===== src/rtl/core/msv_pkg.sv =====
package msv_pkg;

	// Default geometry
	localparam int PHASE_BITS_DEF      = 24;
	localparam int SINE_TABLE_BITS_DEF = 10;

	// Field and register widths
	localparam int BASE_STEP_W = 24;
	localparam int GAIN_W      = 7;
	localparam int NOTE_W      = 7;
	localparam int LEVEL_W     = 7;
	localparam int SAMPLE_W    = 16;
	localparam int CFG_IDX_W   = 2;
	localparam int CFG_DATA_W  = 24;
	localparam int MUL_W       = 32;
	localparam int PROD_W      = 64;

	// Configuration register indexes
	typedef enum logic [CFG_IDX_W-1:0] {
		CFG_BASE_STEP = 2'd0,
		CFG_GAIN      = 2'd1,
		CFG_VEL_EN    = 2'd2
	} cfg_reg_t;

	localparam logic [BASE_STEP_W-1:0] BASE_STEP_RST = 24'd76880;
	localparam logic [GAIN_W-1:0]      GAIN_RST      = 7'd100;
	localparam logic                   VEL_EN_RST    = 1'b1;

	// MIDI status upper nibbles
	localparam logic [3:0] MIDI_NOTE_ON  = 4'h9;
	localparam logic [3:0] MIDI_NOTE_OFF = 4'h8;

	localparam logic [LEVEL_W-1:0] LEVEL_FULL = 7'd127;

	// Largest sample change per tick, 0.1 of full scale
	localparam int SLEW_LIMIT = 3277;

	// Quarter-wave sine polynomial, Q30 coefficients
	localparam logic [MUL_W-1:0] POLY_A1 = 32'd1686629713;
	localparam logic [MUL_W-1:0] POLY_A3 = 32'd693598668;
	localparam logic [MUL_W-1:0] POLY_A5 = 32'd85569306;
	localparam logic [MUL_W-1:0] POLY_A7 = 32'd5026995;
	localparam logic [MUL_W-1:0] POLY_A9 = 32'd172272;

	// Scaling by level/127 * gain/100: divide by 12700 with rounding,
	// done as a multiply by a reciprocal that is exact for dividends below 2^30
	localparam longint unsigned SCALE_DIV   = 64'd12700;
	localparam int              ROUND_HALF  = 6350;
	localparam int              RECIP_SHIFT = 44;
	localparam longint unsigned RECIP_FULL  =
		((64'd1 << RECIP_SHIFT) + SCALE_DIV - 64'd1) / SCALE_DIV;
	localparam logic [MUL_W-1:0] RECIP_MUL  = RECIP_FULL[MUL_W-1:0];

	// Datapath operations issued by the controller
	typedef enum logic [3:0] {
		OP_NONE  = 4'd0,
		OP_LOAD  = 4'd1,
		OP_STEP  = 4'd2,
		OP_PHASE = 4'd3,
		OP_T2    = 4'd4,
		OP_H9    = 4'd5,
		OP_H7    = 4'd6,
		OP_H5    = 4'd7,
		OP_H3    = 4'd8,
		OP_S     = 4'd9,
		OP_LG    = 4'd10,
		OP_MAG   = 4'd11,
		OP_DIV   = 4'd12,
		OP_FIN   = 4'd13
	} dp_op_t;

	// Semitone ratio, round(65536 * 2^(semi/12))
	function automatic logic [16:0] semitone_ratio(input logic [3:0] semi);
		logic [16:0] r;
		case (semi)
			4'd0:    r = 17'd65536;
			4'd1:    r = 17'd69433;
			4'd2:    r = 17'd73562;
			4'd3:    r = 17'd77936;
			4'd4:    r = 17'd82570;
			4'd5:    r = 17'd87480;
			4'd6:    r = 17'd92682;
			4'd7:    r = 17'd98193;
			4'd8:    r = 17'd104032;
			4'd9:    r = 17'd110218;
			4'd10:   r = 17'd116772;
			4'd11:   r = 17'd123715;
			default: r = 17'd65536;
		endcase
		return r;
	endfunction

	// Note / 12 by reciprocal, exact over 0..127
	function automatic logic [3:0] note_octave(input logic [NOTE_W-1:0] n);
		logic [12:0] p;
		p = 13'(n) * 13'd43;
		return p[12:9];
	endfunction

	// Note % 12
	function automatic logic [3:0] note_semi(input logic [NOTE_W-1:0] n);
		logic [NOTE_W-1:0] r;
		r = n - 7'(note_octave(n)) * 7'd12;
		return r[3:0];
	endfunction

endpackage


===== src/rtl/core/midi_sine_voice_slew_limited.sv =====
// Single-voice MIDI sine oscillator with per-sample slew limit.
// Input channel (s_*): one request per audio sample tick. s_tuser flags that a
// MIDI message rides along; s_tdata carries status byte, note and velocity.
// Note-on sets note and level, note-off silences; other statuses are ignored.
// Output channel (m_*): one signed Q1.15 sample per accepted tick.
// Configuration: cfg_we writes cfg_data into register cfg_index
// (0 base step, 1 gain percent, 2 velocity enable); other indexes are dropped.
// The sample is offered once its tick has passed the steps STEP, PHASE, T2, H9,
// H7, H5, H3, S, LG, MAG, DIV and FIN. A single 32x32 multiplier is shared by
// the phase step, the sine polynomial, the level scaling and the divide, so one
// tick is in flight at a time: the next is taken only after the last finishes.
// Stall: a finished sample waits in the output register; the next tick is taken
// meanwhile and runs up to its final step, where it holds until m_tready.
// Reset: phase, note, level and last sample go to zero (silent), configuration
// to its defaults; no result is pending.
module midi_sine_voice_slew_limited #(
	parameter int PHASE_BITS      = msv_pkg::PHASE_BITS_DEF,
	parameter int SINE_TABLE_BITS = msv_pkg::SINE_TABLE_BITS_DEF
) (
	input  logic                           clk,
	input  logic                           arst_n,
	// Tick input
	input  logic                           s_tvalid,
	output logic                           s_tready,
	input  logic [23:0]                    s_tdata,  // status_byte, note_number, velocity
	input  logic                           s_tuser,  // event_valid
	// Sample output
	output logic                           m_tvalid,
	input  logic                           m_tready,
	output logic [15:0]                    m_tdata,  // sample_out
	// Configuration
	input  logic                           cfg_we,
	input  logic [msv_pkg::CFG_IDX_W-1:0]  cfg_index,
	input  logic [msv_pkg::CFG_DATA_W-1:0] cfg_data
);
	import msv_pkg::*;

	dp_op_t                     op;
	logic signed [SAMPLE_W-1:0] sample;

	msv_ctrl u_ctrl (
		.clk      (clk),
		.arst_n   (arst_n),
		.s_tvalid (s_tvalid),
		.s_tready (s_tready),
		.m_tready (m_tready),
		.m_tvalid (m_tvalid),
		.op       (op)
	);

	msv_datapath #(
		.PHASE_BITS      (PHASE_BITS),
		.SINE_TABLE_BITS (SINE_TABLE_BITS)
	) u_datapath (
		.clk         (clk),
		.arst_n      (arst_n),
		.op          (op),
		.cfg_we      (cfg_we),
		.cfg_index   (cfg_index),
		.cfg_data    (cfg_data),
		.event_valid (s_tuser),
		.status_byte (s_tdata[7:0]),
		.note_number (s_tdata[14:8]),
		.velocity    (s_tdata[21:15]),
		.sample      (sample)
	);

	assign m_tdata = sample;

endmodule


===== src/rtl/core/msv_ctrl.sv =====
module msv_ctrl (
	input  logic            clk,
	input  logic            arst_n,
	input  logic            s_tvalid,
	output logic            s_tready,
	input  logic            m_tready,
	output logic            m_tvalid,
	output msv_pkg::dp_op_t op
);
	import msv_pkg::*;

	typedef enum logic [12:0] {
		ST_IDLE  = 13'b0000000000001,
		ST_STEP  = 13'b0000000000010,
		ST_PHASE = 13'b0000000000100,
		ST_T2    = 13'b0000000001000,
		ST_H9    = 13'b0000000010000,
		ST_H7    = 13'b0000000100000,
		ST_H5    = 13'b0000001000000,
		ST_H3    = 13'b0000010000000,
		ST_S     = 13'b0000100000000,
		ST_LG    = 13'b0001000000000,
		ST_MAG   = 13'b0010000000000,
		ST_DIV   = 13'b0100000000000,
		ST_FIN   = 13'b1000000000000
	} state_t;

	state_t state_q, state_nxt;
	logic   m_tvalid_q;
	logic   out_free;

	assign out_free = !m_tvalid_q || m_tready;
	assign s_tready = (state_q == ST_IDLE);
	assign m_tvalid = m_tvalid_q;

	// Sequence one sample through the shared multiplier
	always_comb begin
		state_nxt = state_q;
		op        = OP_NONE;
		case (state_q)
			ST_IDLE: begin
				if (s_tvalid) begin
					op        = OP_LOAD;
					state_nxt = ST_STEP;
				end
			end
			ST_STEP: begin
				op        = OP_STEP;
				state_nxt = ST_PHASE;
			end
			ST_PHASE: begin
				op        = OP_PHASE;
				state_nxt = ST_T2;
			end
			ST_T2: begin
				op        = OP_T2;
				state_nxt = ST_H9;
			end
			ST_H9: begin
				op        = OP_H9;
				state_nxt = ST_H7;
			end
			ST_H7: begin
				op        = OP_H7;
				state_nxt = ST_H5;
			end
			ST_H5: begin
				op        = OP_H5;
				state_nxt = ST_H3;
			end
			ST_H3: begin
				op        = OP_H3;
				state_nxt = ST_S;
			end
			ST_S: begin
				op        = OP_S;
				state_nxt = ST_LG;
			end
			ST_LG: begin
				op        = OP_LG;
				state_nxt = ST_MAG;
			end
			ST_MAG: begin
				op        = OP_MAG;
				state_nxt = ST_DIV;
			end
			ST_DIV: begin
				op        = OP_DIV;
				state_nxt = ST_FIN;
			end
			ST_FIN: begin
				// hold until the previous sample has been taken
				if (out_free) begin
					op        = OP_FIN;
					state_nxt = ST_IDLE;
				end
			end
			default: begin
				state_nxt = ST_IDLE;
			end
		endcase
	end

	always_ff @(posedge clk or negedge arst_n) begin
		if (!arst_n) begin
			state_q <= ST_IDLE;
		end else begin
			state_q <= state_nxt;
		end
	end

	// Track the result request on the output side
	always_ff @(posedge clk or negedge arst_n) begin
		if (!arst_n) begin
			m_tvalid_q <= 1'b0;
		end else if (state_q == ST_FIN && out_free) begin
			m_tvalid_q <= 1'b1;
		end else if (m_tready) begin
			m_tvalid_q <= 1'b0;
		end
	end

endmodule


===== src/rtl/core/msv_datapath.sv =====
module msv_datapath #(
	parameter int PHASE_BITS      = msv_pkg::PHASE_BITS_DEF,
	parameter int SINE_TABLE_BITS = msv_pkg::SINE_TABLE_BITS_DEF
) (
	input  logic                                clk,
	input  logic                                arst_n,
	input  msv_pkg::dp_op_t                     op,
	input  logic                                cfg_we,
	input  logic [msv_pkg::CFG_IDX_W-1:0]       cfg_index,
	input  logic [msv_pkg::CFG_DATA_W-1:0]      cfg_data,
	input  logic                                event_valid,
	input  logic [7:0]                          status_byte,
	input  logic [msv_pkg::NOTE_W-1:0]          note_number,
	input  logic [msv_pkg::LEVEL_W-1:0]         velocity,
	output logic signed [msv_pkg::SAMPLE_W-1:0] sample
);
	import msv_pkg::*;

	localparam int QB      = SINE_TABLE_BITS - 2;
	localparam int T_SHIFT = 30 - QB;
	localparam int STEP_LO = 48 - PHASE_BITS;

	// Architectural state and configuration
	logic [BASE_STEP_W-1:0]     base_step_q;
	logic [GAIN_W-1:0]          gain_q;
	logic                       vel_en_q;
	logic [PHASE_BITS-1:0]      phase_q;
	logic [NOTE_W-1:0]          note_q;
	logic [LEVEL_W-1:0]         level_q;
	logic signed [SAMPLE_W-1:0] last_q;

	// Working registers
	logic [PROD_W-1:0] prod_q;
	logic [30:0]       t_q;
	logic [MUL_W-1:0]  t2_q;
	logic              neg_q;
	logic [14:0]       mag_q;

	logic [MUL_W-1:0]           mul_a, mul_b;
	logic [PROD_W-1:0]          product;
	logic                       mul_en;
	logic [MUL_W-1:0]           sub_term;
	logic [3:0]                 octave;
	logic [47:0]                step_full;
	logic [PHASE_BITS-1:0]      phase_nxt;
	logic [SINE_TABLE_BITS-1:0] idx;
	logic [QB-1:0]              pos;
	logic [QB:0]                xq;
	logic [30:0]                t_nxt;
	logic [34:0]                s_rnd;
	logic [19:0]                m_full;
	logic [14:0]                mag_nxt;
	logic [16:0]                scaled;
	logic signed [18:0]         target, prev, hi_lim, lo_lim, slewed;
	logic signed [SAMPLE_W-1:0] sat;

	assign sample   = last_q;
	assign sub_term = prod_q[61:30];

	// Phase step from the product base_step * ratio, shifted by octave
	assign octave    = note_octave(note_q);
	assign step_full = {7'd0, prod_q[40:0]} << octave;
	assign phase_nxt = phase_q + step_full[47:STEP_LO];

	// Fold the table index into one quarter wave
	assign idx   = phase_nxt[PHASE_BITS-1 -: SINE_TABLE_BITS];
	assign pos   = idx[QB-1:0];
	assign xq    = idx[QB] ? (((QB+1)'(1) << QB) - {1'b0, pos}) : {1'b0, pos};
	assign t_nxt = 31'(xq) << T_SHIFT;

	// Round the Q30 sine to Q15 and cap
	assign s_rnd   = 35'(prod_q[63:30]) + 35'(16384);
	assign m_full  = s_rnd[34:15];
	assign mag_nxt = (m_full > 20'd32767) ? 15'h7fff : m_full[14:0];

	// Apply sign, slew limit and saturation
	assign scaled = prod_q[RECIP_SHIFT+16:RECIP_SHIFT];
	assign target = neg_q ? -$signed({2'b00, scaled}) : $signed({2'b00, scaled});
	assign prev   = 19'(last_q);
	assign hi_lim = prev + 19'(SLEW_LIMIT);
	assign lo_lim = prev - 19'(SLEW_LIMIT);

	always_comb begin
		slewed = target;
		if (target > hi_lim) begin
			slewed = hi_lim;
		end
		if (target < lo_lim) begin
			slewed = lo_lim;
		end
		if (slewed > 19'sd32767) begin
			sat = 16'sh7fff;
		end else if (slewed < -19'sd32768) begin
			sat = 16'sh8000;
		end else begin
			sat = slewed[SAMPLE_W-1:0];
		end
	end

	// Select operands of the shared multiplier
	always_comb begin
		mul_a  = '0;
		mul_b  = '0;
		mul_en = 1'b1;
		case (op)
			OP_STEP: begin
				mul_a = 32'(base_step_q);
				mul_b = 32'(semitone_ratio(note_semi(note_q)));
			end
			OP_T2: begin
				mul_a = 32'(t_q);
				mul_b = 32'(t_q);
			end
			OP_H9: begin
				mul_a = sub_term;
				mul_b = POLY_A9;
			end
			OP_H7: begin
				mul_a = t2_q;
				mul_b = POLY_A7 - sub_term;
			end
			OP_H5: begin
				mul_a = t2_q;
				mul_b = POLY_A5 - sub_term;
			end
			OP_H3: begin
				mul_a = t2_q;
				mul_b = POLY_A3 - sub_term;
			end
			OP_S: begin
				mul_a = 32'(t_q);
				mul_b = POLY_A1 - sub_term;
			end
			OP_LG: begin
				mul_a = 32'(level_q);
				mul_b = 32'(gain_q);
			end
			OP_MAG: begin
				mul_a = 32'(mag_q);
				mul_b = 32'(prod_q[13:0]);
			end
			OP_DIV: begin
				mul_a = prod_q[31:0] + 32'(ROUND_HALF);
				mul_b = RECIP_MUL;
			end
			default: begin
				mul_en = 1'b0;
			end
		endcase
	end

	assign product = 64'(mul_a) * 64'(mul_b);

	// Working registers
	always_ff @(posedge clk) begin
		if (mul_en) begin
			prod_q <= product;
		end
		if (op == OP_PHASE) begin
			t_q   <= t_nxt;
			neg_q <= idx[SINE_TABLE_BITS-1];
		end
		if (op == OP_H9) begin
			t2_q <= sub_term;
		end
		if (op == OP_LG) begin
			mag_q <= mag_nxt;
		end
	end

	// Configuration writes
	always_ff @(posedge clk or negedge arst_n) begin
		if (!arst_n) begin
			base_step_q <= BASE_STEP_RST;
			gain_q      <= GAIN_RST;
			vel_en_q    <= VEL_EN_RST;
		end else if (cfg_we) begin
			case (cfg_reg_t'(cfg_index))
				CFG_BASE_STEP: base_step_q <= cfg_data[BASE_STEP_W-1:0];
				CFG_GAIN:      gain_q      <= cfg_data[GAIN_W-1:0];
				CFG_VEL_EN:    vel_en_q    <= cfg_data[0];
				default:       ;
			endcase
		end
	end

	// Voice state: note events, phase and last sample
	always_ff @(posedge clk or negedge arst_n) begin
		if (!arst_n) begin
			phase_q <= '0;
			note_q  <= '0;
			level_q <= '0;
			last_q  <= '0;
		end else begin
			if (op == OP_LOAD && event_valid) begin
				if (status_byte[7:4] == MIDI_NOTE_ON) begin
					note_q  <= note_number;
					level_q <= vel_en_q ? velocity : LEVEL_FULL;
				end else if (status_byte[7:4] == MIDI_NOTE_OFF) begin
					note_q  <= note_number;
					level_q <= '0;
				end
			end
			if (op == OP_PHASE) begin
				phase_q <= phase_nxt;
			end
			if (op == OP_FIN) begin
				last_q <= sat;
			end
		end
	end

endmodule


===== config.mk =====
export PLATFORM = sky130hd
export DESIGN_NAME = midi_sine_voice_slew_limited
export DESIGN_NICKNAME = d
export VERILOG_FILES = /design/src/rtl/core/msv_pkg.sv /design/src/rtl/core/midi_sine_voice_slew_limited.sv /design/src/rtl/core/msv_ctrl.sv /design/src/rtl/core/msv_datapath.sv
export SDC_FILE = /design/constraint.sdc
export NUM_CORES = 2
export LEC_CHECK = 0
export BUFFER_PORTS_ARGS = -buffer_cell sky130_fd_sc_hd__clkbuf_2
export CAP_MARGIN = 15
export CORE_MARGIN = 2
export CORE_UTILIZATION = 53
export DETAILED_ROUTE_END_ITERATION = 8
export PLACE_DENSITY_LB_ADDON = 0.25
export SYNTH_ARGS = -nofsm -noshare
export SYNTH_HDL_FRONTEND = slang
export SYNTH_HIERARCHICAL = 1
export SYNTH_SLANG_ARGS = --single-unit

===== constraint.sdc =====
create_clock -name clk -period 13 [get_ports clk]
set_input_delay 0.65 -clock clk [delete_from_list [all_inputs] [get_ports clk]]
set_output_delay 0.65 -clock clk [all_outputs]
set_load 0.005 [all_outputs]

==> out/results.ini <==
[setup_path]
crit_slowest_cell = fa_1
cp_slowest_stage_delay_ns = 0.55
cp.required_ns = 13.31
reg2reg_from = u_datapath/note_q[3]
cp.arrival_ns = 12.89
reg2reg_to = u_datapath/prod_q[63]
crit_path_max_fanout = 10
crit_path_end_kind = flop
crit_top_cell = fa_1
rrSetupSlack_ns = 0.41
r2r_cells = 49
crit_type = flop to flop
start_kind = flop

[synthesis]
ys_types = 108
synthAdderAreaFrac = 0.4476
synth-xor-area-share = 0.03774
synthArstFlopShare = 0.4525
syn_nets = 7145
syn_area_per_cell_um2 = 8.832
netlist_area_um2 = 51220
synth_most_common_cell = inv_1
synth_top_family_by_area = adder cells
ys_seq_area_frac = 0.1201
yosysTopAreaCell = fa_1
synth-simple-area-share = 0.1434
synth_compound_area_frac = 0.1193
yosys_register_bits = 221
synth_flop_cell = edfxtp_1
synth_top_area_share = 0.3533
synth-edff-count = 121
yosys-top-cells-area = fa_1 (35%), ha_1 (9.4%), inv_1 (7.4%)
synth_cells = 5799
synthMuxAreaShare = 0.03208
ys_warn_count = 6
yosys-top-cells-count = inv_1 (1,010), fa_1 (904), nand2_1 (700)

[clock_network]
h-tree-depth = 1
cts_max_path_buffers = 3
cts-buffers-inserted = 28
cts.reportedPaths.clkPinSlew_ns = 0.06
clock_latency_ns = 0.59
clock_sinks = 221
cts_tree = yes
root_buffer = clkbuf_16

[power]
power_mw = 7.715
power_density_nw_per_um2 = 140.2
cellLeakagePower_nw = 26.62
max-vdd-ir-drop_v = 0.0002331

[timing]
tightest_slew_ns = 1.143
fmax_mhz = 79.45
relSlewSlack = 0.2381
drv_slew = 0
setup_viol = 0
fin_crit_ns = 12.59
fin_worst_skew_ns = 0.02627
setup_slack_ns = 0.4131
rsz0062_at_grt = yes
hold_viol = 0
finalCritPeriodShare = 0.9682

[layout]
fin_cells = 7107
area_delta_synth_final_pct = 7.419
drive_gt1_frac = 0.08940
nFillCells = 8761
nets = 7152

[floorplanning]
num_io_pins = 74
coreArea_um2 = 96280
start_util = 0.5320
die_area_um2 = 99140
rows = 114
die_x_um = 314.9
die_h_um = 314.9

[routing]
wl_um = 173600
drt_iter0_drc = 4612
routed-via-count = 42850
via_per_inst = 6.029
drc = 0
drtPass1Iterations = 9
routedWlPerCell_um = 24.43
ant_nets = 0

[placement]
post-place-ws_ns = -0.1410
dp_hpwl_um = 141500
place_congestion = 1.021
port_buffers = 67
dp.cells = 7044

[hold_path]
holdCritPathClass = input pin to async pin

[run]
drv_cap = 0

[global_routing]
antenna_found_initial = 5
grt_pass1_wl_um = 264700
grt_overflow = 0
grt_usage = 0.3556
grt_max_degree = 59
grt_pass1_vias = 43380

[status]
status = completed

-- routing by layer --
layer / wire length, µm / share of wire / GRT usage
met1: 66640 / 0.38 / 0.4700
met2: 77920 / 0.45 / 0.5565
met3: 17540 / 0.10 / 0.06821
met4: 11520 / 0.066 / 0.1889
met5: 0 / 0 / 0
-- logic make-up (layout without fill, tap and decap cells) --
group / Yosys count / in the layout
buffers and inverters: 1334 / 1363
adders and majority gates: 1290 / 1290
DFF: 221 / 221
muxes: 150 / 150
AOI/OAI and AO/OA: 903 / 903
and+or+nand+nor: 1685 / 1685
xor gates and xnor gates: 216 / 216
other: 0 / 3
-- flip-flops by register name, summed over array words and instances, names as in the netlist --
register / cells
u_datapath/prod_q: 64
u_datapath/t2_q: 32
u_datapath/base_step_q: 24
u_datapath/phase_q: 24
u_datapath/sample: 16
u_datapath/mag_q: 15
u_ctrl/state_q: 13
u_datapath/t_q: 9
u_datapath/gain_q: 7
u_datapath/level_q: 7
u_datapath/note_q: 7
u_ctrl/m_tvalid: 1
u_datapath/neg_q: 1
u_datapath/vel_en_q: 1
-- stage by stage --
step / utilization / cell area (µm²) / hold WS [ns] / TNS (ns)
global placement: 0.5595 / 53870 / 0.4642 / 0
finish: 0.5714 / 55020 / 0.09569 / 0
detailed placement: 0.5595 / 53870 / 0.4758 / -0.2925
global route: 0.5714 / 55010 / 0.1233 / -0.01926
CTS: 0.5694 / 54830 / 0.09617 / 0
floorplan: - / 51220 / 0.3544 / 0
-- power breakdown --
part           total, mW  switching, mW  internal (mW)
combinational       5.70           3.63           2.07
clock              0.799          0.340          0.460
sequential          1.22          0.264          0.957
total               7.72           4.23           3.48
-- area by class of cell --
type,instances,area (µm²),share of cell area
diodes,3,7.507,0.0001365
clock buffers,33,793.3,0.01442
clock inverters,19,153.9,0.002797
inverters,1016,3814,0.06932
multi-input cells,4244,40360,0.7336
flip-flops and latches,221,6150,0.1118
well taps,1276,1597,0.02902
repair buffers,295,2141,0.03891
-- layout by cell type (no fill, tap or decap), types with 17 or more instances in the layout --
master and n:
and2_1 40, a21o_1 68, fa_1 904, mux2i_1 100, a211oi_1 32, a211o_1 20
and3_1 37, nand3_1 64, xnor2_1 136, ha_1 385, dfrtp_1 89, clkbuf_2 66
edfxtp_1 121, buf_4 219, inv_1 1009, or3_1 27, clkbuf_16 33, a22oi_1 17
a31oi_1 23, nand4_1 30, o21ai_0 196, nand2_1 699, nor2_1 548, mux2_2 43
o21a_1 35, a21oi_1 214, nor3_1 77, xor2_1 75, a221o_1 36, or2_2 17
o21ai_1 25, nor2b_1 29, o211ai_1 18, nand2b_1 34
-- critical path: cells and delay by family (launching register included) --
| kind | cells | cell delay (ns) |
|---|---|---|
| buffers and inverters | 14 | 1.90 |
| adder cells (fa/ha/maj) | 14 | 6.25 |
| AND/OR/NAND/NOR | 7 | 1.02 |
| XOR/XNOR | 2 | 0.50 |
| AO/OA/AOI/OAI | 12 | 2.11 |
| flip-flops | 1 | 0.48 |
-- worst max-delay path by stage --
stage | from | end | slack (ns) | cells past startpoint
global placement | u_datapath/note_q[3] | u_datapath/prod_q[63] | 0.10 | 44
floorplan | u_datapath/note_q[1] | u_datapath/prod_q[60] | 0.67 | 43
CTS | u_datapath/note_q[3] | u_datapath/prod_q[63] | 0.01 | 48
finish | u_datapath/note_q[3] | u_datapath/prod_q[63] | 0.41 | 49
detailed placement | u_datapath/note_q[3] | u_datapath/prod_q[63] | -0.14 | 44
global route | u_datapath/note_q[6] | u_datapath/prod_q[60] | -0.02 | 43
-- timing repair --
action	in CTS	in global routing
hold buffers	0	0
resized for setup	3	30
pin swaps	0	5
cloned	0	2
setup endpoints to repair	4	15
buffers inserted	0	5
hold endpoints to repair	0	0
(Power assumes the default switching activity.)
